[config.mk]
export PLATFORM = sky130hd
export DESIGN_NAME = escaped_token_splitter
export DESIGN_NICKNAME = d
export VERILOG_FILES = /design/src/rtl/ets_pkg.sv /design/src/rtl/escaped_token_splitter.sv /design/src/rtl/ets_step.sv /design/src/rtl/ets_res_buf.sv
export SDC_FILE = /design/constraint.sdc
export NUM_CORES = 1
export LEC_CHECK = 0
export BUFFER_PORTS_ARGS = -buffer_cell sky130_fd_sc_hd__buf_4
export CORE_UTILIZATION = 50
export CTS_CLUSTER_SIZE = 40
export DETAILED_ROUTE_END_ITERATION = 7
export PLACE_DENSITY = 0.67
export SLEW_MARGIN = 20
export SYNTH_ARGS = -nofsm -noshare
export SYNTH_HDL_FRONTEND = slang
export SYNTH_HIERARCHICAL = 1
export SYNTH_SLANG_ARGS = --single-unit
[constraint.sdc]
create_clock -name clk -period 5.2 [get_ports clk]
set_clock_uncertainty 0.05 [all_clocks]
set_input_delay 1.04 -clock clk [delete_from_list [all_inputs] [get_ports clk]]
set_output_delay 1.04 -clock clk [all_outputs]
set_load 0.1 [all_outputs]
[src/rtl/ets_pkg.sv]
package ets_pkg;

  // Kinds of result item
  typedef enum logic [2:0] {
    KIND_BYTE      = 3'd0,
    KIND_TOKEN_END = 3'd1,
    KIND_STOP      = 3'd2,
    KIND_DONE      = 3'd3,
    KIND_ERROR     = 3'd4
  } kind_t;

  typedef enum logic [1:0] {
    PH_BETWEEN = 2'd0,
    PH_TOKEN   = 2'd1,
    PH_STOPPED = 2'd2
  } phase_t;

  typedef enum logic [1:0] {
    Q_NONE   = 2'd0,
    Q_SINGLE = 2'd1,
    Q_DOUBLE = 2'd2
  } quote_t;

  // Configuration register indexes
  localparam logic [1:0] REG_SEP_LO = 2'd0;
  localparam logic [1:0] REG_SEP_HI = 2'd1;
  localparam logic [1:0] REG_END_LO = 2'd2;
  localparam logic [1:0] REG_END_HI = 2'd3;

  localparam logic [63:0] SEP_LO_RESET = 64'h0000_0001_0000_3E00;
  localparam logic [63:0] SEP_HI_RESET = 64'h0;
  localparam logic [63:0] END_LO_RESET = 64'h0;
  localparam logic [63:0] END_HI_RESET = 64'h0;

  localparam int MAX_RES = 3;

  typedef struct packed {
    phase_t     phase;
    quote_t     quote;
    logic [1:0] esc_cnt;
    logic       hex;
    logic [7:0] esc_val;
  } ets_state_t;

  typedef struct packed {
    kind_t      kind;
    logic [7:0] data;
  } res_t;

  typedef struct packed {
    logic [1:0]         cnt;
    res_t [MAX_RES-1:0] res;
  } step_out_t;

  typedef struct packed {
    logic [63:0] sep_lo;
    logic [63:0] sep_hi;
    logic [63:0] end_lo;
    logic [63:0] end_hi;
  } char_sets_t;

endpackage

[src/rtl/escaped_token_splitter.sv]
// Channel  | Ports                                        | Handshake
// input    | in_byte, in_end_of_string                    | in_valid / in_ready
// result   | out_result_kind, out_byte, out_last_of_run   | out_valid / out_ready
// config   | cfg_index, cfg_data                          | cfg_we, no wait
//
// An item goes to the input register and is parsed once the result buffer is free;
// its results (zero to three) land there, one leaving per cycle while out_ready is high.
// Sustained rate: one item per cycle while items give at most one result and out_ready
// is high; an item with more results holds the input until the result buffer drains.
// Synchronous reset clears the parse state and returns the character sets to defaults.
// A stalled result side fills the input register, then in_ready drops.
module escaped_token_splitter (
  input  logic        clk,
  input  logic        rst_n,
  input  logic        in_valid,
  output logic        in_ready,
  input  logic [7:0]  in_byte,
  input  logic        in_end_of_string,
  output logic        out_valid,
  input  logic        out_ready,
  output logic [2:0]  out_result_kind,
  output logic [7:0]  out_byte,
  output logic        out_last_of_run,
  input  logic        cfg_we,
  input  logic [1:0]  cfg_index,
  input  logic [63:0] cfg_data
);
  import ets_pkg::*;

  char_sets_t sets_r;
  ets_state_t state_r, state_nxt;
  step_out_t  step_res;
  logic       inq_valid_r;
  logic [7:0] inq_byte_r;
  logic       inq_eos_r;
  logic       buf_free, fire;

  assign fire     = inq_valid_r && buf_free;
  assign in_ready = !inq_valid_r || fire;

  always_ff @(posedge clk) begin
    if (!rst_n) begin
      sets_r <= '{sep_lo: SEP_LO_RESET, sep_hi: SEP_HI_RESET,
                  end_lo: END_LO_RESET, end_hi: END_HI_RESET};
    end else if (cfg_we) begin
      case (cfg_index)
        REG_SEP_LO: sets_r.sep_lo <= cfg_data;
        REG_SEP_HI: sets_r.sep_hi <= cfg_data;
        REG_END_LO: sets_r.end_lo <= cfg_data;
        REG_END_HI: sets_r.end_hi <= cfg_data;
        default:    sets_r <= sets_r;
      endcase
    end
  end

  always_ff @(posedge clk) begin
    if (!rst_n) begin
      inq_valid_r <= 1'b0;
      state_r     <= '0;
    end else begin
      if (in_valid && in_ready) inq_valid_r <= 1'b1;
      else if (fire)            inq_valid_r <= 1'b0;
      if (fire) state_r <= state_nxt;
    end
  end

  always_ff @(posedge clk) begin
    if (in_valid && in_ready) begin
      inq_byte_r <= in_byte;
      inq_eos_r  <= in_end_of_string;
    end
  end

  ets_step u_step (
    .state_i (state_r),
    .byte_i  (inq_byte_r),
    .eos_i   (inq_eos_r),
    .sets_i  (sets_r),
    .state_o (state_nxt),
    .res_o   (step_res)
  );

  ets_res_buf u_res_buf (
    .clk             (clk),
    .rst_n           (rst_n),
    .load            (fire),
    .load_res        (step_res),
    .free            (buf_free),
    .out_valid       (out_valid),
    .out_ready       (out_ready),
    .out_result_kind (out_result_kind),
    .out_byte        (out_byte),
    .out_last_of_run (out_last_of_run)
  );

endmodule

[src/rtl/ets_step.sv]
module ets_step (
  input  ets_pkg::ets_state_t state_i,
  input  logic [7:0]          byte_i,
  input  logic                eos_i,
  input  ets_pkg::char_sets_t sets_i,
  output ets_pkg::ets_state_t state_o,
  output ets_pkg::step_out_t  res_o
);
  import ets_pkg::*;

  localparam logic [7:0] CH_BSLASH = 8'h5C;
  localparam logic [7:0] CH_SQUOTE = 8'h27;
  localparam logic [7:0] CH_DQUOTE = 8'h22;
  localparam logic [7:0] CH_X      = 8'h78;
  localparam logic [7:0] CH_ZERO   = 8'h30;

  function automatic logic in_set(input logic [63:0] lo, input logic [63:0] hi,
                                  input logic [7:0] c);
    return !c[7] && (c[6] ? hi[c[5:0]] : lo[c[5:0]]);
  endfunction

  // {valid, digit}
  function automatic logic [4:0] digit_val(input logic [7:0] c, input logic hex);
    logic [4:0] d;
    d = 5'd0;
    if (c inside {[8'h30:8'h37]}) d = {1'b1, c[3:0]};
    else if (hex && c inside {8'h38, 8'h39}) d = {1'b1, c[3:0]};
    else if (hex && c inside {[8'h61:8'h66], [8'h41:8'h46]}) d = {1'b1, c[3:0] + 4'd9};
    return d;
  endfunction

  function automatic logic [7:0] ctrl_map(input logic [7:0] c);
    logic [7:0] v;
    case (c)
      8'h61:   v = 8'd7;   // a
      8'h62:   v = 8'd8;   // b
      8'h66:   v = 8'd12;  // f
      8'h6E:   v = 8'd10;  // n
      8'h72:   v = 8'd13;  // r
      8'h74:   v = 8'd9;   // t
      8'h76:   v = 8'd11;  // v
      default: v = c;
    endcase
    return v;
  endfunction

  ets_state_t s;
  step_out_t  r;
  logic [1:0] cnt;
  logic       is_sep, is_end, do_tok, do_plain, qmatch;
  logic [4:0] dig;
  logic [7:0] acc;

  always_comb begin
    s        = state_i;
    r        = '0;
    cnt      = 2'd0;
    do_tok   = 1'b0;
    do_plain = 1'b0;
    is_sep   = in_set(sets_i.sep_lo, sets_i.sep_hi, byte_i);
    is_end   = in_set(sets_i.end_lo, sets_i.end_hi, byte_i);
    dig      = digit_val(byte_i, state_i.hex);
    acc      = state_i.hex ? {state_i.esc_val[3:0], 4'b0} : {state_i.esc_val[4:0], 3'b0};
    acc      = acc + {4'b0, dig[3:0]};
    qmatch   = (state_i.quote == Q_SINGLE && byte_i == CH_SQUOTE) ||
               (state_i.quote == Q_DOUBLE && byte_i == CH_DQUOTE);

    if (eos_i) begin
      if (state_i.phase == PH_TOKEN) begin
        if (state_i.quote != Q_NONE || state_i.esc_cnt == 2'd1 ||
            (state_i.hex && state_i.esc_cnt == 2'd2)) begin
          r.res[cnt] = '{kind: KIND_ERROR, data: 8'd0}; cnt = cnt + 2'd1;
        end else begin
          if (state_i.esc_cnt >= 2'd2) begin
            r.res[cnt] = '{kind: KIND_BYTE, data: state_i.esc_val}; cnt = cnt + 2'd1;
          end
          r.res[cnt] = '{kind: KIND_TOKEN_END, data: 8'd0}; cnt = cnt + 2'd1;
          r.res[cnt] = '{kind: KIND_DONE, data: 8'd0}; cnt = cnt + 2'd1;
        end
      end else if (state_i.phase != PH_STOPPED) begin
        r.res[cnt] = '{kind: KIND_DONE, data: 8'd0}; cnt = cnt + 2'd1;
      end
      s = '0;
    end else if (state_i.phase == PH_TOKEN) begin
      do_tok = 1'b1;
    end else if (state_i.phase != PH_STOPPED) begin
      // between tokens (unused phase code behaves the same)
      if (is_sep) begin
        s.phase = PH_BETWEEN;
      end else if (is_end) begin
        r.res[cnt] = '{kind: KIND_STOP, data: byte_i}; cnt = cnt + 2'd1;
        s.phase = PH_STOPPED;
      end else begin
        s.phase = PH_TOKEN;
        do_tok  = 1'b1;
      end
    end

    if (do_tok) begin
      if (state_i.esc_cnt == 2'd1) begin
        s.esc_val = 8'd0;
        if (byte_i inside {[8'h30:8'h37]}) begin
          s.hex     = 1'b0;
          s.esc_val = byte_i - CH_ZERO;
          s.esc_cnt = 2'd2;
        end else if (byte_i == CH_X) begin
          s.hex     = 1'b1;
          s.esc_cnt = 2'd2;
        end else begin
          r.res[cnt] = '{kind: KIND_BYTE, data: ctrl_map(byte_i)}; cnt = cnt + 2'd1;
          s.esc_cnt = 2'd0;
        end
      end else if (state_i.esc_cnt >= 2'd2) begin
        if (dig[4]) begin
          s.esc_val = acc;
          if (state_i.esc_cnt == 2'd3) begin
            r.res[cnt] = '{kind: KIND_BYTE, data: acc}; cnt = cnt + 2'd1;
            s.esc_cnt = 2'd0;
          end else begin
            s.esc_cnt = state_i.esc_cnt + 2'd1;
          end
        end else begin
          // escape cut short: flush its value, then treat the byte plainly
          r.res[cnt] = '{kind: KIND_BYTE, data: state_i.esc_val}; cnt = cnt + 2'd1;
          s.esc_cnt = 2'd0;
          do_plain  = 1'b1;
        end
      end else begin
        do_plain = 1'b1;
      end
    end

    if (do_plain) begin
      if (state_i.quote != Q_NONE && qmatch) begin
        s.quote = Q_NONE;
      end else if (state_i.quote == Q_NONE && (byte_i == CH_SQUOTE || byte_i == CH_DQUOTE)) begin
        s.quote = (byte_i == CH_SQUOTE) ? Q_SINGLE : Q_DOUBLE;
      end else if (byte_i == CH_BSLASH) begin
        s.esc_cnt = 2'd1;
      end else if (state_i.quote == Q_NONE) begin
        if (is_sep) begin
          r.res[cnt] = '{kind: KIND_TOKEN_END, data: 8'd0}; cnt = cnt + 2'd1;
          s.phase = PH_BETWEEN;
        end else if (is_end) begin
          r.res[cnt] = '{kind: KIND_TOKEN_END, data: 8'd0}; cnt = cnt + 2'd1;
          r.res[cnt] = '{kind: KIND_STOP, data: byte_i}; cnt = cnt + 2'd1;
          s.phase = PH_STOPPED;
        end else begin
          r.res[cnt] = '{kind: KIND_BYTE, data: byte_i}; cnt = cnt + 2'd1;
        end
      end else begin
        r.res[cnt] = '{kind: KIND_BYTE, data: byte_i}; cnt = cnt + 2'd1;
      end
    end

    r.cnt = cnt;
  end

  assign state_o = s;
  assign res_o   = r;

endmodule

[src/rtl/ets_res_buf.sv]
module ets_res_buf (
  input  logic               clk,
  input  logic               rst_n,
  input  logic               load,
  input  ets_pkg::step_out_t load_res,
  output logic               free,
  output logic               out_valid,
  input  logic               out_ready,
  output logic [2:0]         out_result_kind,
  output logic [7:0]         out_byte,
  output logic               out_last_of_run
);
  import ets_pkg::*;

  res_t [MAX_RES-1:0] res_r;
  logic [1:0]         cnt_r, cnt_nxt;
  logic [1:0]         rd_r, rd_nxt;
  logic               take, last;

  assign out_valid       = (cnt_r != 2'd0);
  assign last            = (rd_r == cnt_r - 2'd1);
  assign take            = out_valid && out_ready;
  assign free            = !out_valid || (take && last);
  assign out_result_kind = res_r[rd_r].kind;
  assign out_byte        = res_r[rd_r].data;
  assign out_last_of_run = last;

  always_comb begin
    cnt_nxt = cnt_r;
    rd_nxt  = rd_r;
    if (load) begin
      cnt_nxt = load_res.cnt;
      rd_nxt  = 2'd0;
    end else if (take) begin
      if (last) begin
        cnt_nxt = 2'd0;
        rd_nxt  = 2'd0;
      end else begin
        rd_nxt = rd_r + 2'd1;
      end
    end
  end

  always_ff @(posedge clk) begin
    if (!rst_n) begin
      cnt_r <= 2'd0;
      rd_r  <= 2'd0;
    end else begin
      cnt_r <= cnt_nxt;
      rd_r  <= rd_nxt;
    end
  end

  always_ff @(posedge clk) begin
    if (load) res_r <= load_res.res;
  end

endmodule

Word level (Yosys, flattened, before mapping)
Index checks and enable logic that the tools add are counted.
{ "classes": {"addsub": 11, "magnitude_cmp": 19, "eq_ne": 24, "n_mux": 138, "n_bitwise": 10, "reduce_logical": 45} }
{ "op_table": {"columns": ["op", "n"], "rows": [
  ["two-way mux 33 bit", 14],
  ["two-way mux 11 bit", 16],
  ["bitwise mux 33 bit", 5],
  ["demux 11 bit (select 2 bit)", 5],
  ["two-way mux 2 bit", 49],
  ["two-way mux 8 bit", 10],
  ["equality test 8 x 7 -> 1 bit (second input constant)", 9],
  ["two-way mux 22 bit", 3],
  ["NOT 30 bit", 2],
  ["case mux 8 bit (7 select lines)", 1],
  ["equality test 8 x 6 -> 1 bit (second input constant)", 4],
  ["AND 10 x 30 -> 30 bit", 1],
  ["AND 30 bit", 1],
  ["AND 27 bit", 1],
  ["NOT 27 bit", 1],
  ["binary-select mux 1 bit (select 6 bit)", 4],
  ["binary-select mux 11 bit (select 2 bit)", 1],
  ["two-way mux 1 bit", 22],
  ["logical AND 1 bit", 21],
  ["two-way mux 10 bit", 2],
  ["less-than comparator 2 x 3 -> 1 bit (second input constant)", 6],
  [">= comparator 8 x 7 -> 1 bit (second input constant)", 2],
  ["less-or-equal comparator 8 x 7 -> 1 bit (second input constant)", 2],
  ["two-way mux 5 bit", 3],
  ["other kinds (27)", 62]
]} }
{ "word_totals": {"regBits": 318, "input_bits": 80, "output_inout_bits": 14, "elab_cells": 267} }

Depth between registers and ports, before layout
Gate-level depths: netlist of the first run.
{ "depth": {"ltp_word": 31, "mapped_depth": 24, "ltp_nobuf": 19} }

Hierarchy
Netlist of the first run, hierarchy kept.
{ "modules_own_cells": {"columns": ["module", "n_inst", "cells_per_inst", "area_per_inst_um2", "seq_area_each_um2"], "rows": [
  ["escaped_token_splitter", 1, 991, 10403.7, 5715.5],
  ["ets_step", 1, 673, 5231.3, 0.0],
  ["ets_res_buf", 1, 100, 1471.4, 1071.0]
]} }

Worst setup path after synthesis of the first run
OpenSTA, ideal clock, no wires.
{ "synth_path": {"kind": "register to register", "start": "register inq_byte_r[1]", "end": "register u_res_buf/res_r[15] (netlist bit), data pin", "setup_ns": 0.133, "t_arrival_ns": 4.458, "required_ns": 5.017, "path_slack_ns": 0.559, "path_stages_with_launch": 23, "n_path_buf": 5, "period_less_slack_ns": 4.641, "cell_sequence": "edfxtp_1 > buf_6 > buf_2 > buf_4 > buf_2 > mux4_2 > a21oi_1 > o211ai_1 > o211ai_2 > o31ai_1 > or3_4 > nor3_2 > a2bb2oi_1 > inv_1 > ha_1 > o31a_1 > ha_1 > and3_1 > a22oi_1 > o21a_1 > clkbuf_1 > o2bb2ai_1 > a32o_1"} }
{ "synth_rtl": {"columns": ["element", "line", "source"], "rows": [
  ["from (decl)", "escaped_token_splitter.sv:34", "logic [7:0] inq_byte_r;"],
  ["from (signal assigned)", "escaped_token_splitter.sv:69", "inq_byte_r <= in_byte;"],
  ["to (signal assigned)", "ets_res_buf.sv:55", "if (load) res_r <= load_res.res;"],
  ["to (decl)", "ets_res_buf.sv:15", "res_t [MAX_RES-1:0] res_r;"]
]} }

==> parameters.txt, run 1 <==
Parameter                              Value

Synthesis
  Synth async-reset ratio    0
  Portion of the post-synthesis area used by sequential elements    0.397
  Total standard cell area after synthesis    17100 µm²
  Leading post-synthesis cells by instance count    nand2_1, mux2i_1, dfxtp_1, clkbuf_1, edfxtp_1
  Most area-consuming cells after synthesis    dfxtp_1, mux2i_1, nand2_1
  Post-Synthesis Cells    1764
  Most instantiated library cell after synthesis    nand2_1
  Share of Yosys cell area claimed by the top area cell type    0.323
  Cell accounting for the most synthesized area    dfxtp_1
  Synthesized flop and latch total    318
  Count of flip-flops with a built-in enable after synthesis    42
  Total number of yosys warnings    6
  Most used flip-flop cell after synthesis    dfxtp_1
  Avg Synthesized Cell Area    9.70 µm²
  Synth unique cells    89

Clocking
  CTS tree    built
  Count of clock tree sinks    318
  Worst-Skew Late Latency    0.55 ns
  Clock input transition at the sequential cells of the worst setup and hold paths    0.06 ns
  Root buffer cell    clkbuf_16
  Maximum clock path buffer count    3
  Number of H-tree levels    2
  CTS hold repair buffers    0
  Total CTS buffers    36

Power and ir drop
  Internal power component    4.49 mW
  Share of power burned in registers    0.425
  Clock network power share    0.418
  Maximum VDD drop    0.231 mV
  Power per cell area    323 nW/µm²
  Static Leak    8.50 nW
  Combinational Power Share    0.156
  Net switching power    1.75 mW
  Net switching fraction of the power    0.280

Floorplanning
  Effective utilization at floorplan    0.509
  Die area    35000 µm²
  Vertical die dimension    187 µm
  Count of pins on the block boundary    94
  Core Area    33600 µm²
  Number of placement rows    67
  Horizontal extent of the die    187 µm

STA
  Min Hold Slack    0.403 ns
  Worst-margin pin slew    0.949 ns
  Fin. Hold Viols    0
  Sum of negative setup slack    0 ns
  Slew Limit Fails    0
  Portion of the clock cycle consumed by the worst path in the final layout    0.940
  Min cycle time layout    4.89 ns
  Upper clock frequency limit    0.205 GHz
  Tightest slew margin relative to the limit    0.367
  Final-report setup violation count    0
  Unrepaired setup endpoints after global routing    false

Drt
  Vias    13800
  Routed Antenna Nets    0
  Final Routed Wirelength    48.7 mm
  Post-DR vias/cell    6.01
  DRC violations left    0
  Pre-antenna DRT Iters    6
  Violation count after the first detailed-routing iteration    1210
  Avg WL per Cell    21.3 µm

Worst setup path
  Endpoint kind of the worst setup timing path    register
  CP Class    register to register
  Worst r2r path cells    18
  FF-to-FF Start    inq_byte_r[0]
  Launching element type of the critical path    register
  Critical-path maximum fanout    19
  Slack of the worst reg-to-reg path    0.31 ns
  Worst path arrival time    5.23 ns
  Crit path required time    5.54 ns
  Reg2Reg Capture Point    u_res_buf/res_r[28]

Global routing
  Global-route wire length before repair    77.2 mm
  Number of global-route vias before repair    13800
  Aggregate global routing overflow    0
  Maximum number of pins on one net before global-route repair    144
  GRT Overall Usage    0.278
  Number of antenna violations at the first check in global routing    0

Placement
  I/O Buffers    93
  Total half-perimeter wirelength after legalization and detailed placement    34.2 mm
  Routability congestion estimate from global placement    0.971

Finish
  Signed area change from the synthesized netlist to the final layout    13.0%
  Layout net count    1923
  Diode insertion count for antenna repair    0
  Fraction of final layout cells sized beyond drive strength 1    0.151
  Number of fill cells    2945

Worst hold path
  Kind of path behind the tightest hold check    register to register
  Hold Crit Endpoint    sets_r[21]
  Origin of the worst min-delay path    sets_r[21]
  Hold depth    2

Run
  Max cap viols    0

Outcome
  Outcome    completed
## timing repair
item,in CTS,in global routing
endpoints found under the setup margin,0,6
setup buffers,0,2
resized for setup,0,3
## cell type report
cell class	count	area, µm²	area share
inverters	33	124	0.00641
clock inverters	14	161	0.00835
well taps	448	561	0.0290
repair buffers	155	1250	0.0649
flip-flops and latches	318	6790	0.351
clock buffers	51	1070	0.0552
multi-input cells	1273	9370	0.485
## flip-flops by register name (all words and copies together) (netlist names)
name,count
inq_eos_r,1
u_res_buf/res_r,33
inq_byte_r,8
state_r,15
u_res_buf/rd_r,2
sets_r,256
u_res_buf/cnt_r,2
inq_valid_r,1
## worst max path at each step
stage / to / slack (ns) / depth (start not counted) / start
floorplan: u_res_buf/res_r[15] / 0.56 / 22 / inq_byte_r[1]
global placement: u_res_buf/res_r[15] / 0.37 / 17 / inq_byte_r[0]
detailed placement: u_res_buf/res_r[16] / 0.28 / 18 / inq_byte_r[0]
CTS: u_res_buf/res_r[16] / 0.22 / 18 / inq_byte_r[0]
global route: u_res_buf/res_r[16] / 0.05 / 19 / inq_byte_r[0]
finish: u_res_buf/res_r[28] / 0.31 / 18 / inq_byte_r[0]
## power groups by stage
| stage | Combinational (mW) | Sequential (mW) | Clock, mW |
|---|---|---|---|
| 2_1_floorplan | 0.683 | 2.68 | 0 |
| 3_3_place_gp | 0.951 | 2.71 | 0 |
| 3_5_place_dp | 0.958 | 2.71 | 0 |
| 4_1_cts | 0.963 | 2.66 | 2.66 |
| 5_1_grt | 1.04 | 2.67 | 2.76 |
| 6_report | 0.977 | 2.66 | 2.61 |
## critical path: stages (launching register included)
cell       delay, ns
edfxtp_1        0.40
buf_12          0.22
buf_4           0.20
mux4_1          0.54
nand2_1         0.08
nand2_1         0.06
a221oi_1        0.30
o31ai_1         0.22
or3_4           0.43
nor3_4          0.22
a2bb2oi_1       0.11
inv_1           0.09
ha_1            0.22
o31a_1          0.39
ha_1            0.29
a31oi_1         0.21
nor2_1          0.10
nor3_1          0.39
a32o_1          0.20
## logic make-up after synthesis
| kind of cell | count (synthesis) | synth area share |
|---|---|---|
| flops | 318 | 0.397 |
| mux | 363 | 0.245 |
| simple gates | 592 | 0.159 |
| xor+xnor | 8 | 0.00410 |
| fa+ha+maj | 26 | 0.0190 |
| buf+inv | 174 | 0.0574 |
| compound gates | 282 | 0.119 |
| other cells | 1 | 0.000219 |
## layer usage
| metal | GRT usage | wire, µm |
|---|---|---|
| met3 | 0.0349 | 2620 |
| met1 | 0.346 | 20300 |
| met4 | 0.131 | 2150 |
| met2 | 0.477 | 23700 |
| met5 | 0 | 0 |
## cells in the final DEF (no fill, tap or decap), types with 7 or more instances in the layout
cell type,netlist,layout
a21boi_0,18,18
a21oi_1,40,40
a221oi_1,7,7
a22o_1,15,15
a22oi_1,26,25
a32o_1,18,18
and2_1,11,11
and3_1,30,30
buf_4,16,146
clkbuf_16,0,36
clkbuf_8,0,11
dfxtp_1,276,276
edfxtp_1,42,42
ha_1,26,26
inv_1,32,32
mux2_2,8,8
mux2i_1,316,316
mux4_1,14,14
mux4_2,25,25
nand2_1,402,402
nand3_1,27,26
nand3b_1,8,8
nand4_1,11,11
nor2_1,33,33
nor2b_1,13,13
nor3_1,11,11
o211ai_1,17,17
o21a_1,16,15
o21ai_0,40,40
o22ai_1,17,17
## stage by stage
step	power, mW	instance area, µm²	utilization	cells	worst slack (ns)
floorplan	3.37	17100	-	1765	0.559
global placement	3.66	18100	0.537	2225	0.375
detailed placement	3.67	18100	0.537	2225	0.281
CTS	6.27	19300	0.574	2290	0.217
global route	6.46	19300	0.575	2292	0.0522
finish	6.25	19300	0.575	2292	0.311
No activity file was read; power rests on OpenSTA's default activity.
==> inputs of run 2 (changes only) <==
--- a/config.mk
+++ b/config.mk
@@ -10,6 +10,7 @@
 export CTS_CLUSTER_SIZE = 40
 export DETAILED_ROUTE_END_ITERATION = 7
 export PLACE_DENSITY = 0.67
+export SETUP_SLACK_MARGIN = 0.5
 export SLEW_MARGIN = 20
 export SYNTH_ARGS = -nofsm -noshare
 export SYNTH_HDL_FRONTEND = slang
==> parameters.txt, run 2 (synthesized netlist as in run 1, its figures left out) <==
Parameter                              Value

STA
  Tightest slew margin relative to the limit    0.366 (-0.00171)
  Portion of the clock cycle consumed by the worst path in the final layout    0.895 (-0.0451)
  Slew Limit Fails    0 (unchanged)
  Sum of negative setup slack    0 ns (unchanged)
  Final-report setup violation count    0 (unchanged)
  Upper clock frequency limit    0.215 GHz (+5.0%)
  Min cycle time layout    4.65 ns (-0.234 ns)
  Worst-margin pin slew    0.951 ns (+0.00257 ns)
  Unrepaired setup endpoints after global routing    true
  Fin. Hold Viols    0 (unchanged)

Global routing
  Global-route wire length before repair    77.7 mm (+0.59%)
  Maximum number of pins on one net before global-route repair    144 (unchanged)
  GRT Overall Usage    0.280 (+0.00195)
  Number of antenna violations at the first check in global routing    0 (unchanged)
  Number of global-route vias before repair    13900 (+0.65%)
  Aggregate global routing overflow    0 (unchanged)

Worst setup path
  FF-to-FF Start    inq_byte_r[0]
  Critical-path maximum fanout    7 (-12)
  Reg2Reg Capture Point    u_res_buf/res_r[16]
  Delay contributed by the slowest stage of the critical path    0.50 ns (-0.04 ns)
  CP Buf/Inv Count    3 (unchanged)
  Slack of the worst reg-to-reg path    0.55 ns (+0.23 ns)
  Worst r2r path cells    18 (unchanged)
  CP Class    register to register
  Launching element type of the critical path    register
  Worst path cell trace    buf_12, buf_6, mux4_2, mux2_4, a221oi_2, a211oi_2, nor4_4, nor3_4, a2bb2oi_2, inv_1, ha_1, o31a_1, ha_2, and3_4, a22oi_2, o21a_4, o2bb2ai_2, a32o_1
  CP max-delay cell    mux4_2
  Worst path arrival time    4.88 ns (-0.35 ns)
  Crit path required time    5.43 ns (-0.11 ns)
  Endpoint kind of the worst setup timing path    register
  Kind of cell adding the most delay to the critical path    compound AO/OA/AOI/OAI gates

Worst hold path
  Hold depth    2 (unchanged)
  Origin of the worst min-delay path    sets_r[248]
  Hold Crit Endpoint    sets_r[248]
  Kind of path behind the tightest hold check    register to register

Floorplanning
  Die area    35000 µm² (unchanged)
  Vertical die dimension    187 µm (unchanged)
  Number of placement rows    67 (unchanged)
  Horizontal extent of the die    187 µm (unchanged)
  Count of pins on the block boundary    94 (unchanged)
  Core Area    33600 µm² (unchanged)
  Effective utilization at floorplan    0.509 (unchanged)

Power and ir drop
  Power consumption    6.32 mW (+1.2%)
  Power per cell area    318 nW/µm² (-1.5%)
  Static Leak    8.66 nW (+1.8%)
  Maximum VDD drop    0.234 mV (+1.1%)

Clocking
  Number of H-tree levels    2 (unchanged)
  CTS hold repair buffers    0 (unchanged)
  CTS tree    built
  Worst-Skew Late Latency    0.55 ns (about the same)
  Total CTS buffers    36 (unchanged)
  Clock input transition at the sequential cells of the worst setup and hold paths    0.06 ns (about the same)
  Root buffer cell    clkbuf_16
  Count of clock tree sinks    318 (unchanged)
  Maximum clock path buffer count    3 (unchanged)

Drt
  Violation count after the first detailed-routing iteration    1211 (+0.083%)
  Post-DR vias/cell    6.05 (+0.70%)
  Vias    14000 (+1.7%)
  Pre-antenna DRT Iters    6 (unchanged)
  Routed Antenna Nets    0 (unchanged)
  Avg WL per Cell    21.6 µm (+1.4%)
  DRC violations left    0 (unchanged)
  Final Routed Wirelength    49.9 mm (+2.4%)

Run
  Max cap viols    0 (unchanged)

Finish
  Fraction of final layout cells sized beyond drive strength 1    0.186 (+0.0357)
  Number of fill cells    2893 (-1.8%)
  Commonest cells after routing, fill and taps aside    nand2_1, mux2i_1, dfxtp_1
  Signed area change from the synthesized netlist to the final layout    16.0%
  Largest Register    sets_r
  Layout net count    1945 (+1.1%)
  Diode insertion count for antenna repair    0 (unchanged)
  Most common cell after layout, fill and taps aside    nand2_1
  Flip-flop count of the largest register after layout    256 (unchanged)
  Largest registers    sets_r (256), u_res_buf/res_r (33), state_r (15)

Placement
  Total half-perimeter wirelength after legalization and detailed placement    34.2 mm (unchanged)
  I/O Buffers    93 (unchanged)
  Routability congestion estimate from global placement    0.971 (unchanged)

Outcome
  Outcome    completed
[run 2: cell types whose count changed in the layout (fill, tap and decap cells not counted), moves of 5 or more]
| cell | previous run | this run |
|---|---|---|
| buf_4 | 146 | 155 |
| buf_6 | 2 | 10 |
| a221oi_1 | 7 | 2 |
| a22oi_1 | 25 | 20 |
| a22oi_2 | 1 | 6 |
| ha_1 | 26 | 21 |
| mux4_1 | 14 | 9 |
| mux4_2 | 25 | 30 |
[run 2: power by group]
group | switching [mW] | internal (mW)
combinational | 0.656 | 0.391
sequential | 0.0603 | 2.60
clock | 1.06 | 1.55
total | 1.78 | 4.54
[run 2: routing by layer]
layer / wire length, µm / track usage / share of wire
met5: 0 / 0 / 0
met4: 2200 / 0.131 / 0.044
met2: 24300 / 0.481 / 0.49
met3: 2750 / 0.0362 / 0.055
met1: 20600 / 0.349 / 0.41
[run 2: worst max path at each step]
stage / to / from / slack (ns) / cells past startpoint
3_5_place_dp: u_res_buf/res_r[16] / inq_byte_r[0] / 0.28 / 18
6_report: u_res_buf/res_r[16] / inq_byte_r[0] / 0.55 / 18
4_1_cts: u_res_buf/res_r[7] / inq_byte_r[1] / 0.52 / 20
5_1_grt: u_res_buf/res_r[29] / inq_byte_r[0] / 0.42 / 19
3_3_place_gp: u_res_buf/res_r[15] / inq_byte_r[0] / 0.37 / 17
2_1_floorplan: u_res_buf/res_r[15] / inq_byte_r[1] / 0.56 / 22
[run 2: final cells by class]
type                            instances  area [µm²]  share of cell area
Multi-Input combinational cell       1273        9610               0.484
Clock buffer                           51        1070              0.0538
Clock inverter                         14         161             0.00813
Timing Repair Buffer                  177        1540              0.0774
Sequential cell                       318        6790               0.342
Inverter                               33         124             0.00624
Tap cell                              448         561              0.0282
[run 2: through the flow]
| step | worst slack [ns] | util | hold WS (ns) | area [µm²] | cells |
|---|---|---|---|---|---|
| final | 0.545 | 0.590 | 0.404 | 19800 | 2314 |
| after global placement | 0.375 | 0.537 | 0.388 | 18100 | 2225 |
| after CTS | 0.515 | 0.578 | 0.406 | 19400 | 2299 |
| after global routing | 0.420 | 0.590 | 0.422 | 19800 | 2314 |
| after floorplan | 0.559 | - | 0.380 | 17100 | 1765 |
| after detailed placement | 0.281 | 0.537 | 0.394 | 18100 | 2225 |
[run 2: repair_timing]
item                       4_1_cts  5_1_grt
pin swaps                        3       21
buffers inserted                 8       13
gates resized for setup         10       67
gates cloned                     1        2
setup endpoints to repair       24       29
[run 2: worst min-delay path: cells and delay by family, from the launching register on]
| kind | cells | cell delay [ns] |
|---|---|---|
| muxes | 1 | 0.05 |
| DFF | 1 | 0.30 |
| and+or+nand+nor | 1 | 0.05 |
==> inputs of run 3 (changes only) <==
--- a/config.mk
+++ b/config.mk
@@ -7,6 +7,7 @@
 export LEC_CHECK = 0
 export BUFFER_PORTS_ARGS = -buffer_cell sky130_fd_sc_hd__buf_4
 export CORE_UTILIZATION = 50
+export CTS_BUF_LIST = sky130_fd_sc_hd__clkbuf_2 sky130_fd_sc_hd__clkbuf_4 sky130_fd_sc_hd__clkbuf_8
 export CTS_CLUSTER_SIZE = 40
 export DETAILED_ROUTE_END_ITERATION = 7
 export PLACE_DENSITY = 0.67
==> parameters.txt, run 3 (synthesized netlist as in run 1, its figures left out) <==
Parameter                              Value

Finish
  Area of combinational cells with multiple inputs    9600 µm² (about the same)
  Largest Register    sets_r
  Layout net count    1961 (+0.82%)
  Most common cell after layout, fill and taps aside    nand2_1
  Signed area change from the synthesized netlist to the final layout    16.1%
  Number of fill cells    2896 (+0.10%)
  Diode insertion count for antenna repair    0 (unchanged)
  Fraction of final layout cells sized beyond drive strength 1    0.204 (+0.0173)
  End-of-flow core utilization    0.591 (+0.000595)
  Largest registers    sets_r (256), u_res_buf/res_r (33), state_r (15)
  Commonest cells after routing, fill and taps aside    nand2_1, mux2i_1, dfxtp_1
  Flip-flop count of the largest register after layout    256 (unchanged)
  Sequential cell area in the final layout    6790 µm² (unchanged)

Drt
  Final Routed Wirelength    50.3 mm (+0.82%)
  DRC violations left    0 (unchanged)
  Post-DR vias/cell    6.03 (-0.33%)
  Violation count after the first detailed-routing iteration    1206 (-0.41%)
  Avg WL per Cell    21.4 µm (-0.60%)
  Vias    14200 (+1.1%)
  Routed Antenna Nets    0 (unchanged)
  Pre-antenna DRT Iters    5 (-1)

Worst setup path
  Crit path required time    5.50 ns (+0.07 ns)
  Launching element of the worst setup path    inq_byte_r[0]
  Worst path arrival time    4.92 ns (+0.04 ns)
  CP max-delay cell    or3_4
  Slack of the worst reg-to-reg path    0.58 ns (+0.03 ns)
  Critical-path maximum fanout    10 (+3)
  Endpoint kind of the worst setup timing path    register
  CP Class    register to register
  Worst path cell trace    buf_12, bufbuf_16, mux2i_1, o22ai_1, a211o_1, o211ai_2, o31ai_4, or3_4, nor3_4, a2bb2oi_2, inv_1, ha_1, o31a_1, ha_1, a22oi_2, o2bb2ai_2, a32o_2
  CP dominant cell by count    ha_1
  FF-to-FF Start    inq_byte_r[0]
  Delay contributed by the slowest stage of the critical path    0.43 ns (-0.07 ns)
  Launching element type of the critical path    register

Floorplanning
  Effective utilization at floorplan    0.509 (unchanged)
  Horizontal extent of the die    187 µm (unchanged)
  Number of placement rows    67 (unchanged)
  Vertical die dimension    187 µm (unchanged)
  Count of pins on the block boundary    94 (unchanged)
  Die area    35000 µm² (unchanged)
  Core Area    33600 µm² (unchanged)

Clocking
  Worst-Skew Late Latency    0.63 ns (+0.08 ns)
  Count of clock tree sinks    318 (unchanged)
  Root buffer cell    clkbuf_8
  Number of H-tree levels    2 (unchanged)
  Clock input transition at the sequential cells of the worst setup and hold paths    0.07 ns (about the same)
  CTS tree    built
  Total CTS buffers    53 (+47%)
  CTS hold repair buffers    0 (unchanged)
  Maximum clock path buffer count    3 (unchanged)

Global routing
  Number of global-route vias before repair    14000 (+1.1%)
  Maximum number of pins on one net before global-route repair    144 (unchanged)
  Global-route wire length before repair    78.5 mm (+0.99%)
  GRT Overall Usage    0.282 (+0.00232)
  Aggregate global routing overflow    0 (unchanged)
  Number of antenna violations at the first check in global routing    0 (unchanged)

STA
  Fin. Hold Viols    0 (unchanged)
  Unrepaired setup endpoints after global routing    true
  Final-report setup violation count    0 (unchanged)
  Min cycle time layout    4.62 ns (-0.0343 ns)
  Sum of negative setup slack    0 ns (unchanged)
  Upper clock frequency limit    0.216 GHz (+0.74%)
  Tightest slew margin relative to the limit    0.360 (-0.00559)
  Min Hold Slack    0.408 ns (+0.00400 ns)
  Portion of the clock cycle consumed by the worst path in the final layout    0.889 (-0.00660)
  Worst-margin pin slew    0.960 ns (+0.00838 ns)
  Slew Limit Fails    0 (unchanged)

Worst hold path
  Origin of the worst min-delay path    sets_r[248]
  Kind of path behind the tightest hold check    register to register

Placement
  Total half-perimeter wirelength after legalization and detailed placement    34.2 mm (unchanged)
  Routability congestion estimate from global placement    0.971 (unchanged)
  I/O Buffers    93 (unchanged)

Power and ir drop
  Clock network power share    0.405 (-0.008)
  Share of power burned in registers    0.425 (+0.004)
  Static Leak    8.71 nW (+0.54%)
  Net switching fraction of the power    0.288 (+0.00570)
  Net switching power    1.80 mW (+0.87%)
  Maximum VDD drop    0.206 mV (-12%)
  Internal power component    4.45 mW (-1.9%)
  Combinational Power Share    0.170 (+0.004)
  Power per cell area    314 nW/µm² (-1.2%)

Run
  Max cap viols    0 (unchanged)

Outcome
  Outcome    completed
run 3: power groups by stage:
stage | registers [mW] | logic, mW | clock network, mW
floorplan | 2.68 | 0.683 | 0
global placement | 2.71 | 0.951 | 0
detailed placement | 2.71 | 0.958 | 0
CTS | 2.66 | 0.997 | 2.56
global route | 2.67 | 1.12 | 2.67
finish | 2.66 | 1.06 | 2.53
run 3: final cells by class:
class                   instances  area share
clock inverters                15     0.00907
repair buffers                176      0.0783
well taps                     448      0.0282
flip-flops and latches        318       0.342
multi-input cells            1273       0.483
clock buffers                  84      0.0532
inverters                      33     0.00624
run 3: final timing paths:
| path | endpoint | cells after the start |
|---|---|---|
| min | sets_r[248] | 2 |
| max reg2reg | u_res_buf/res_r[16] | 17 |
| min reg2reg | sets_r[248] | 2 |
| max | u_res_buf/res_r[16] | 17 |
run 3: per-stage QoR:
step	worst slack (ns)	cell area [µm²]	std cells	power (mW)
after CTS	0.504	19500	2332	6.22
final	0.579	19900	2347	6.25
after global routing	0.459	19900	2347	6.46
after detailed placement	0.281	18100	2225	3.67
after floorplan	0.559	17100	1765	3.37
after global placement	0.375	18100	2225	3.66
run 3: metal layers:
metal / track usage / vias to the layer above / wire [µm]
li1: - / 6554 / -
met1: 0.352 / 6932 / 20900
met2: 0.485 / 544 / 24400
met3: 0.0347 / 128 / 2730
met4: 0.132 / 0 / 2250
met5: 0 / - / 0
run 3: timing repair:
item	in CTS	in global routing
setup buffers	5	15
endpoints found under the setup margin	24	29
cloned	3	0
pin swaps	3	19
hold endpoints to repair	0	0
gates resized for setup	17	61
run 3: worst max-delay path, delay by kind of cell, from the launching register on:
kind,cells,cell delay (ns)
adder cells (fa/ha/maj),2,0.52
buffers and inverters,3,0.54
flip-flops,1,0.42
AO/OA/AOI/OAI,9,1.96
multiplexers,1,0.25
AND/OR/NAND/NOR,2,0.59
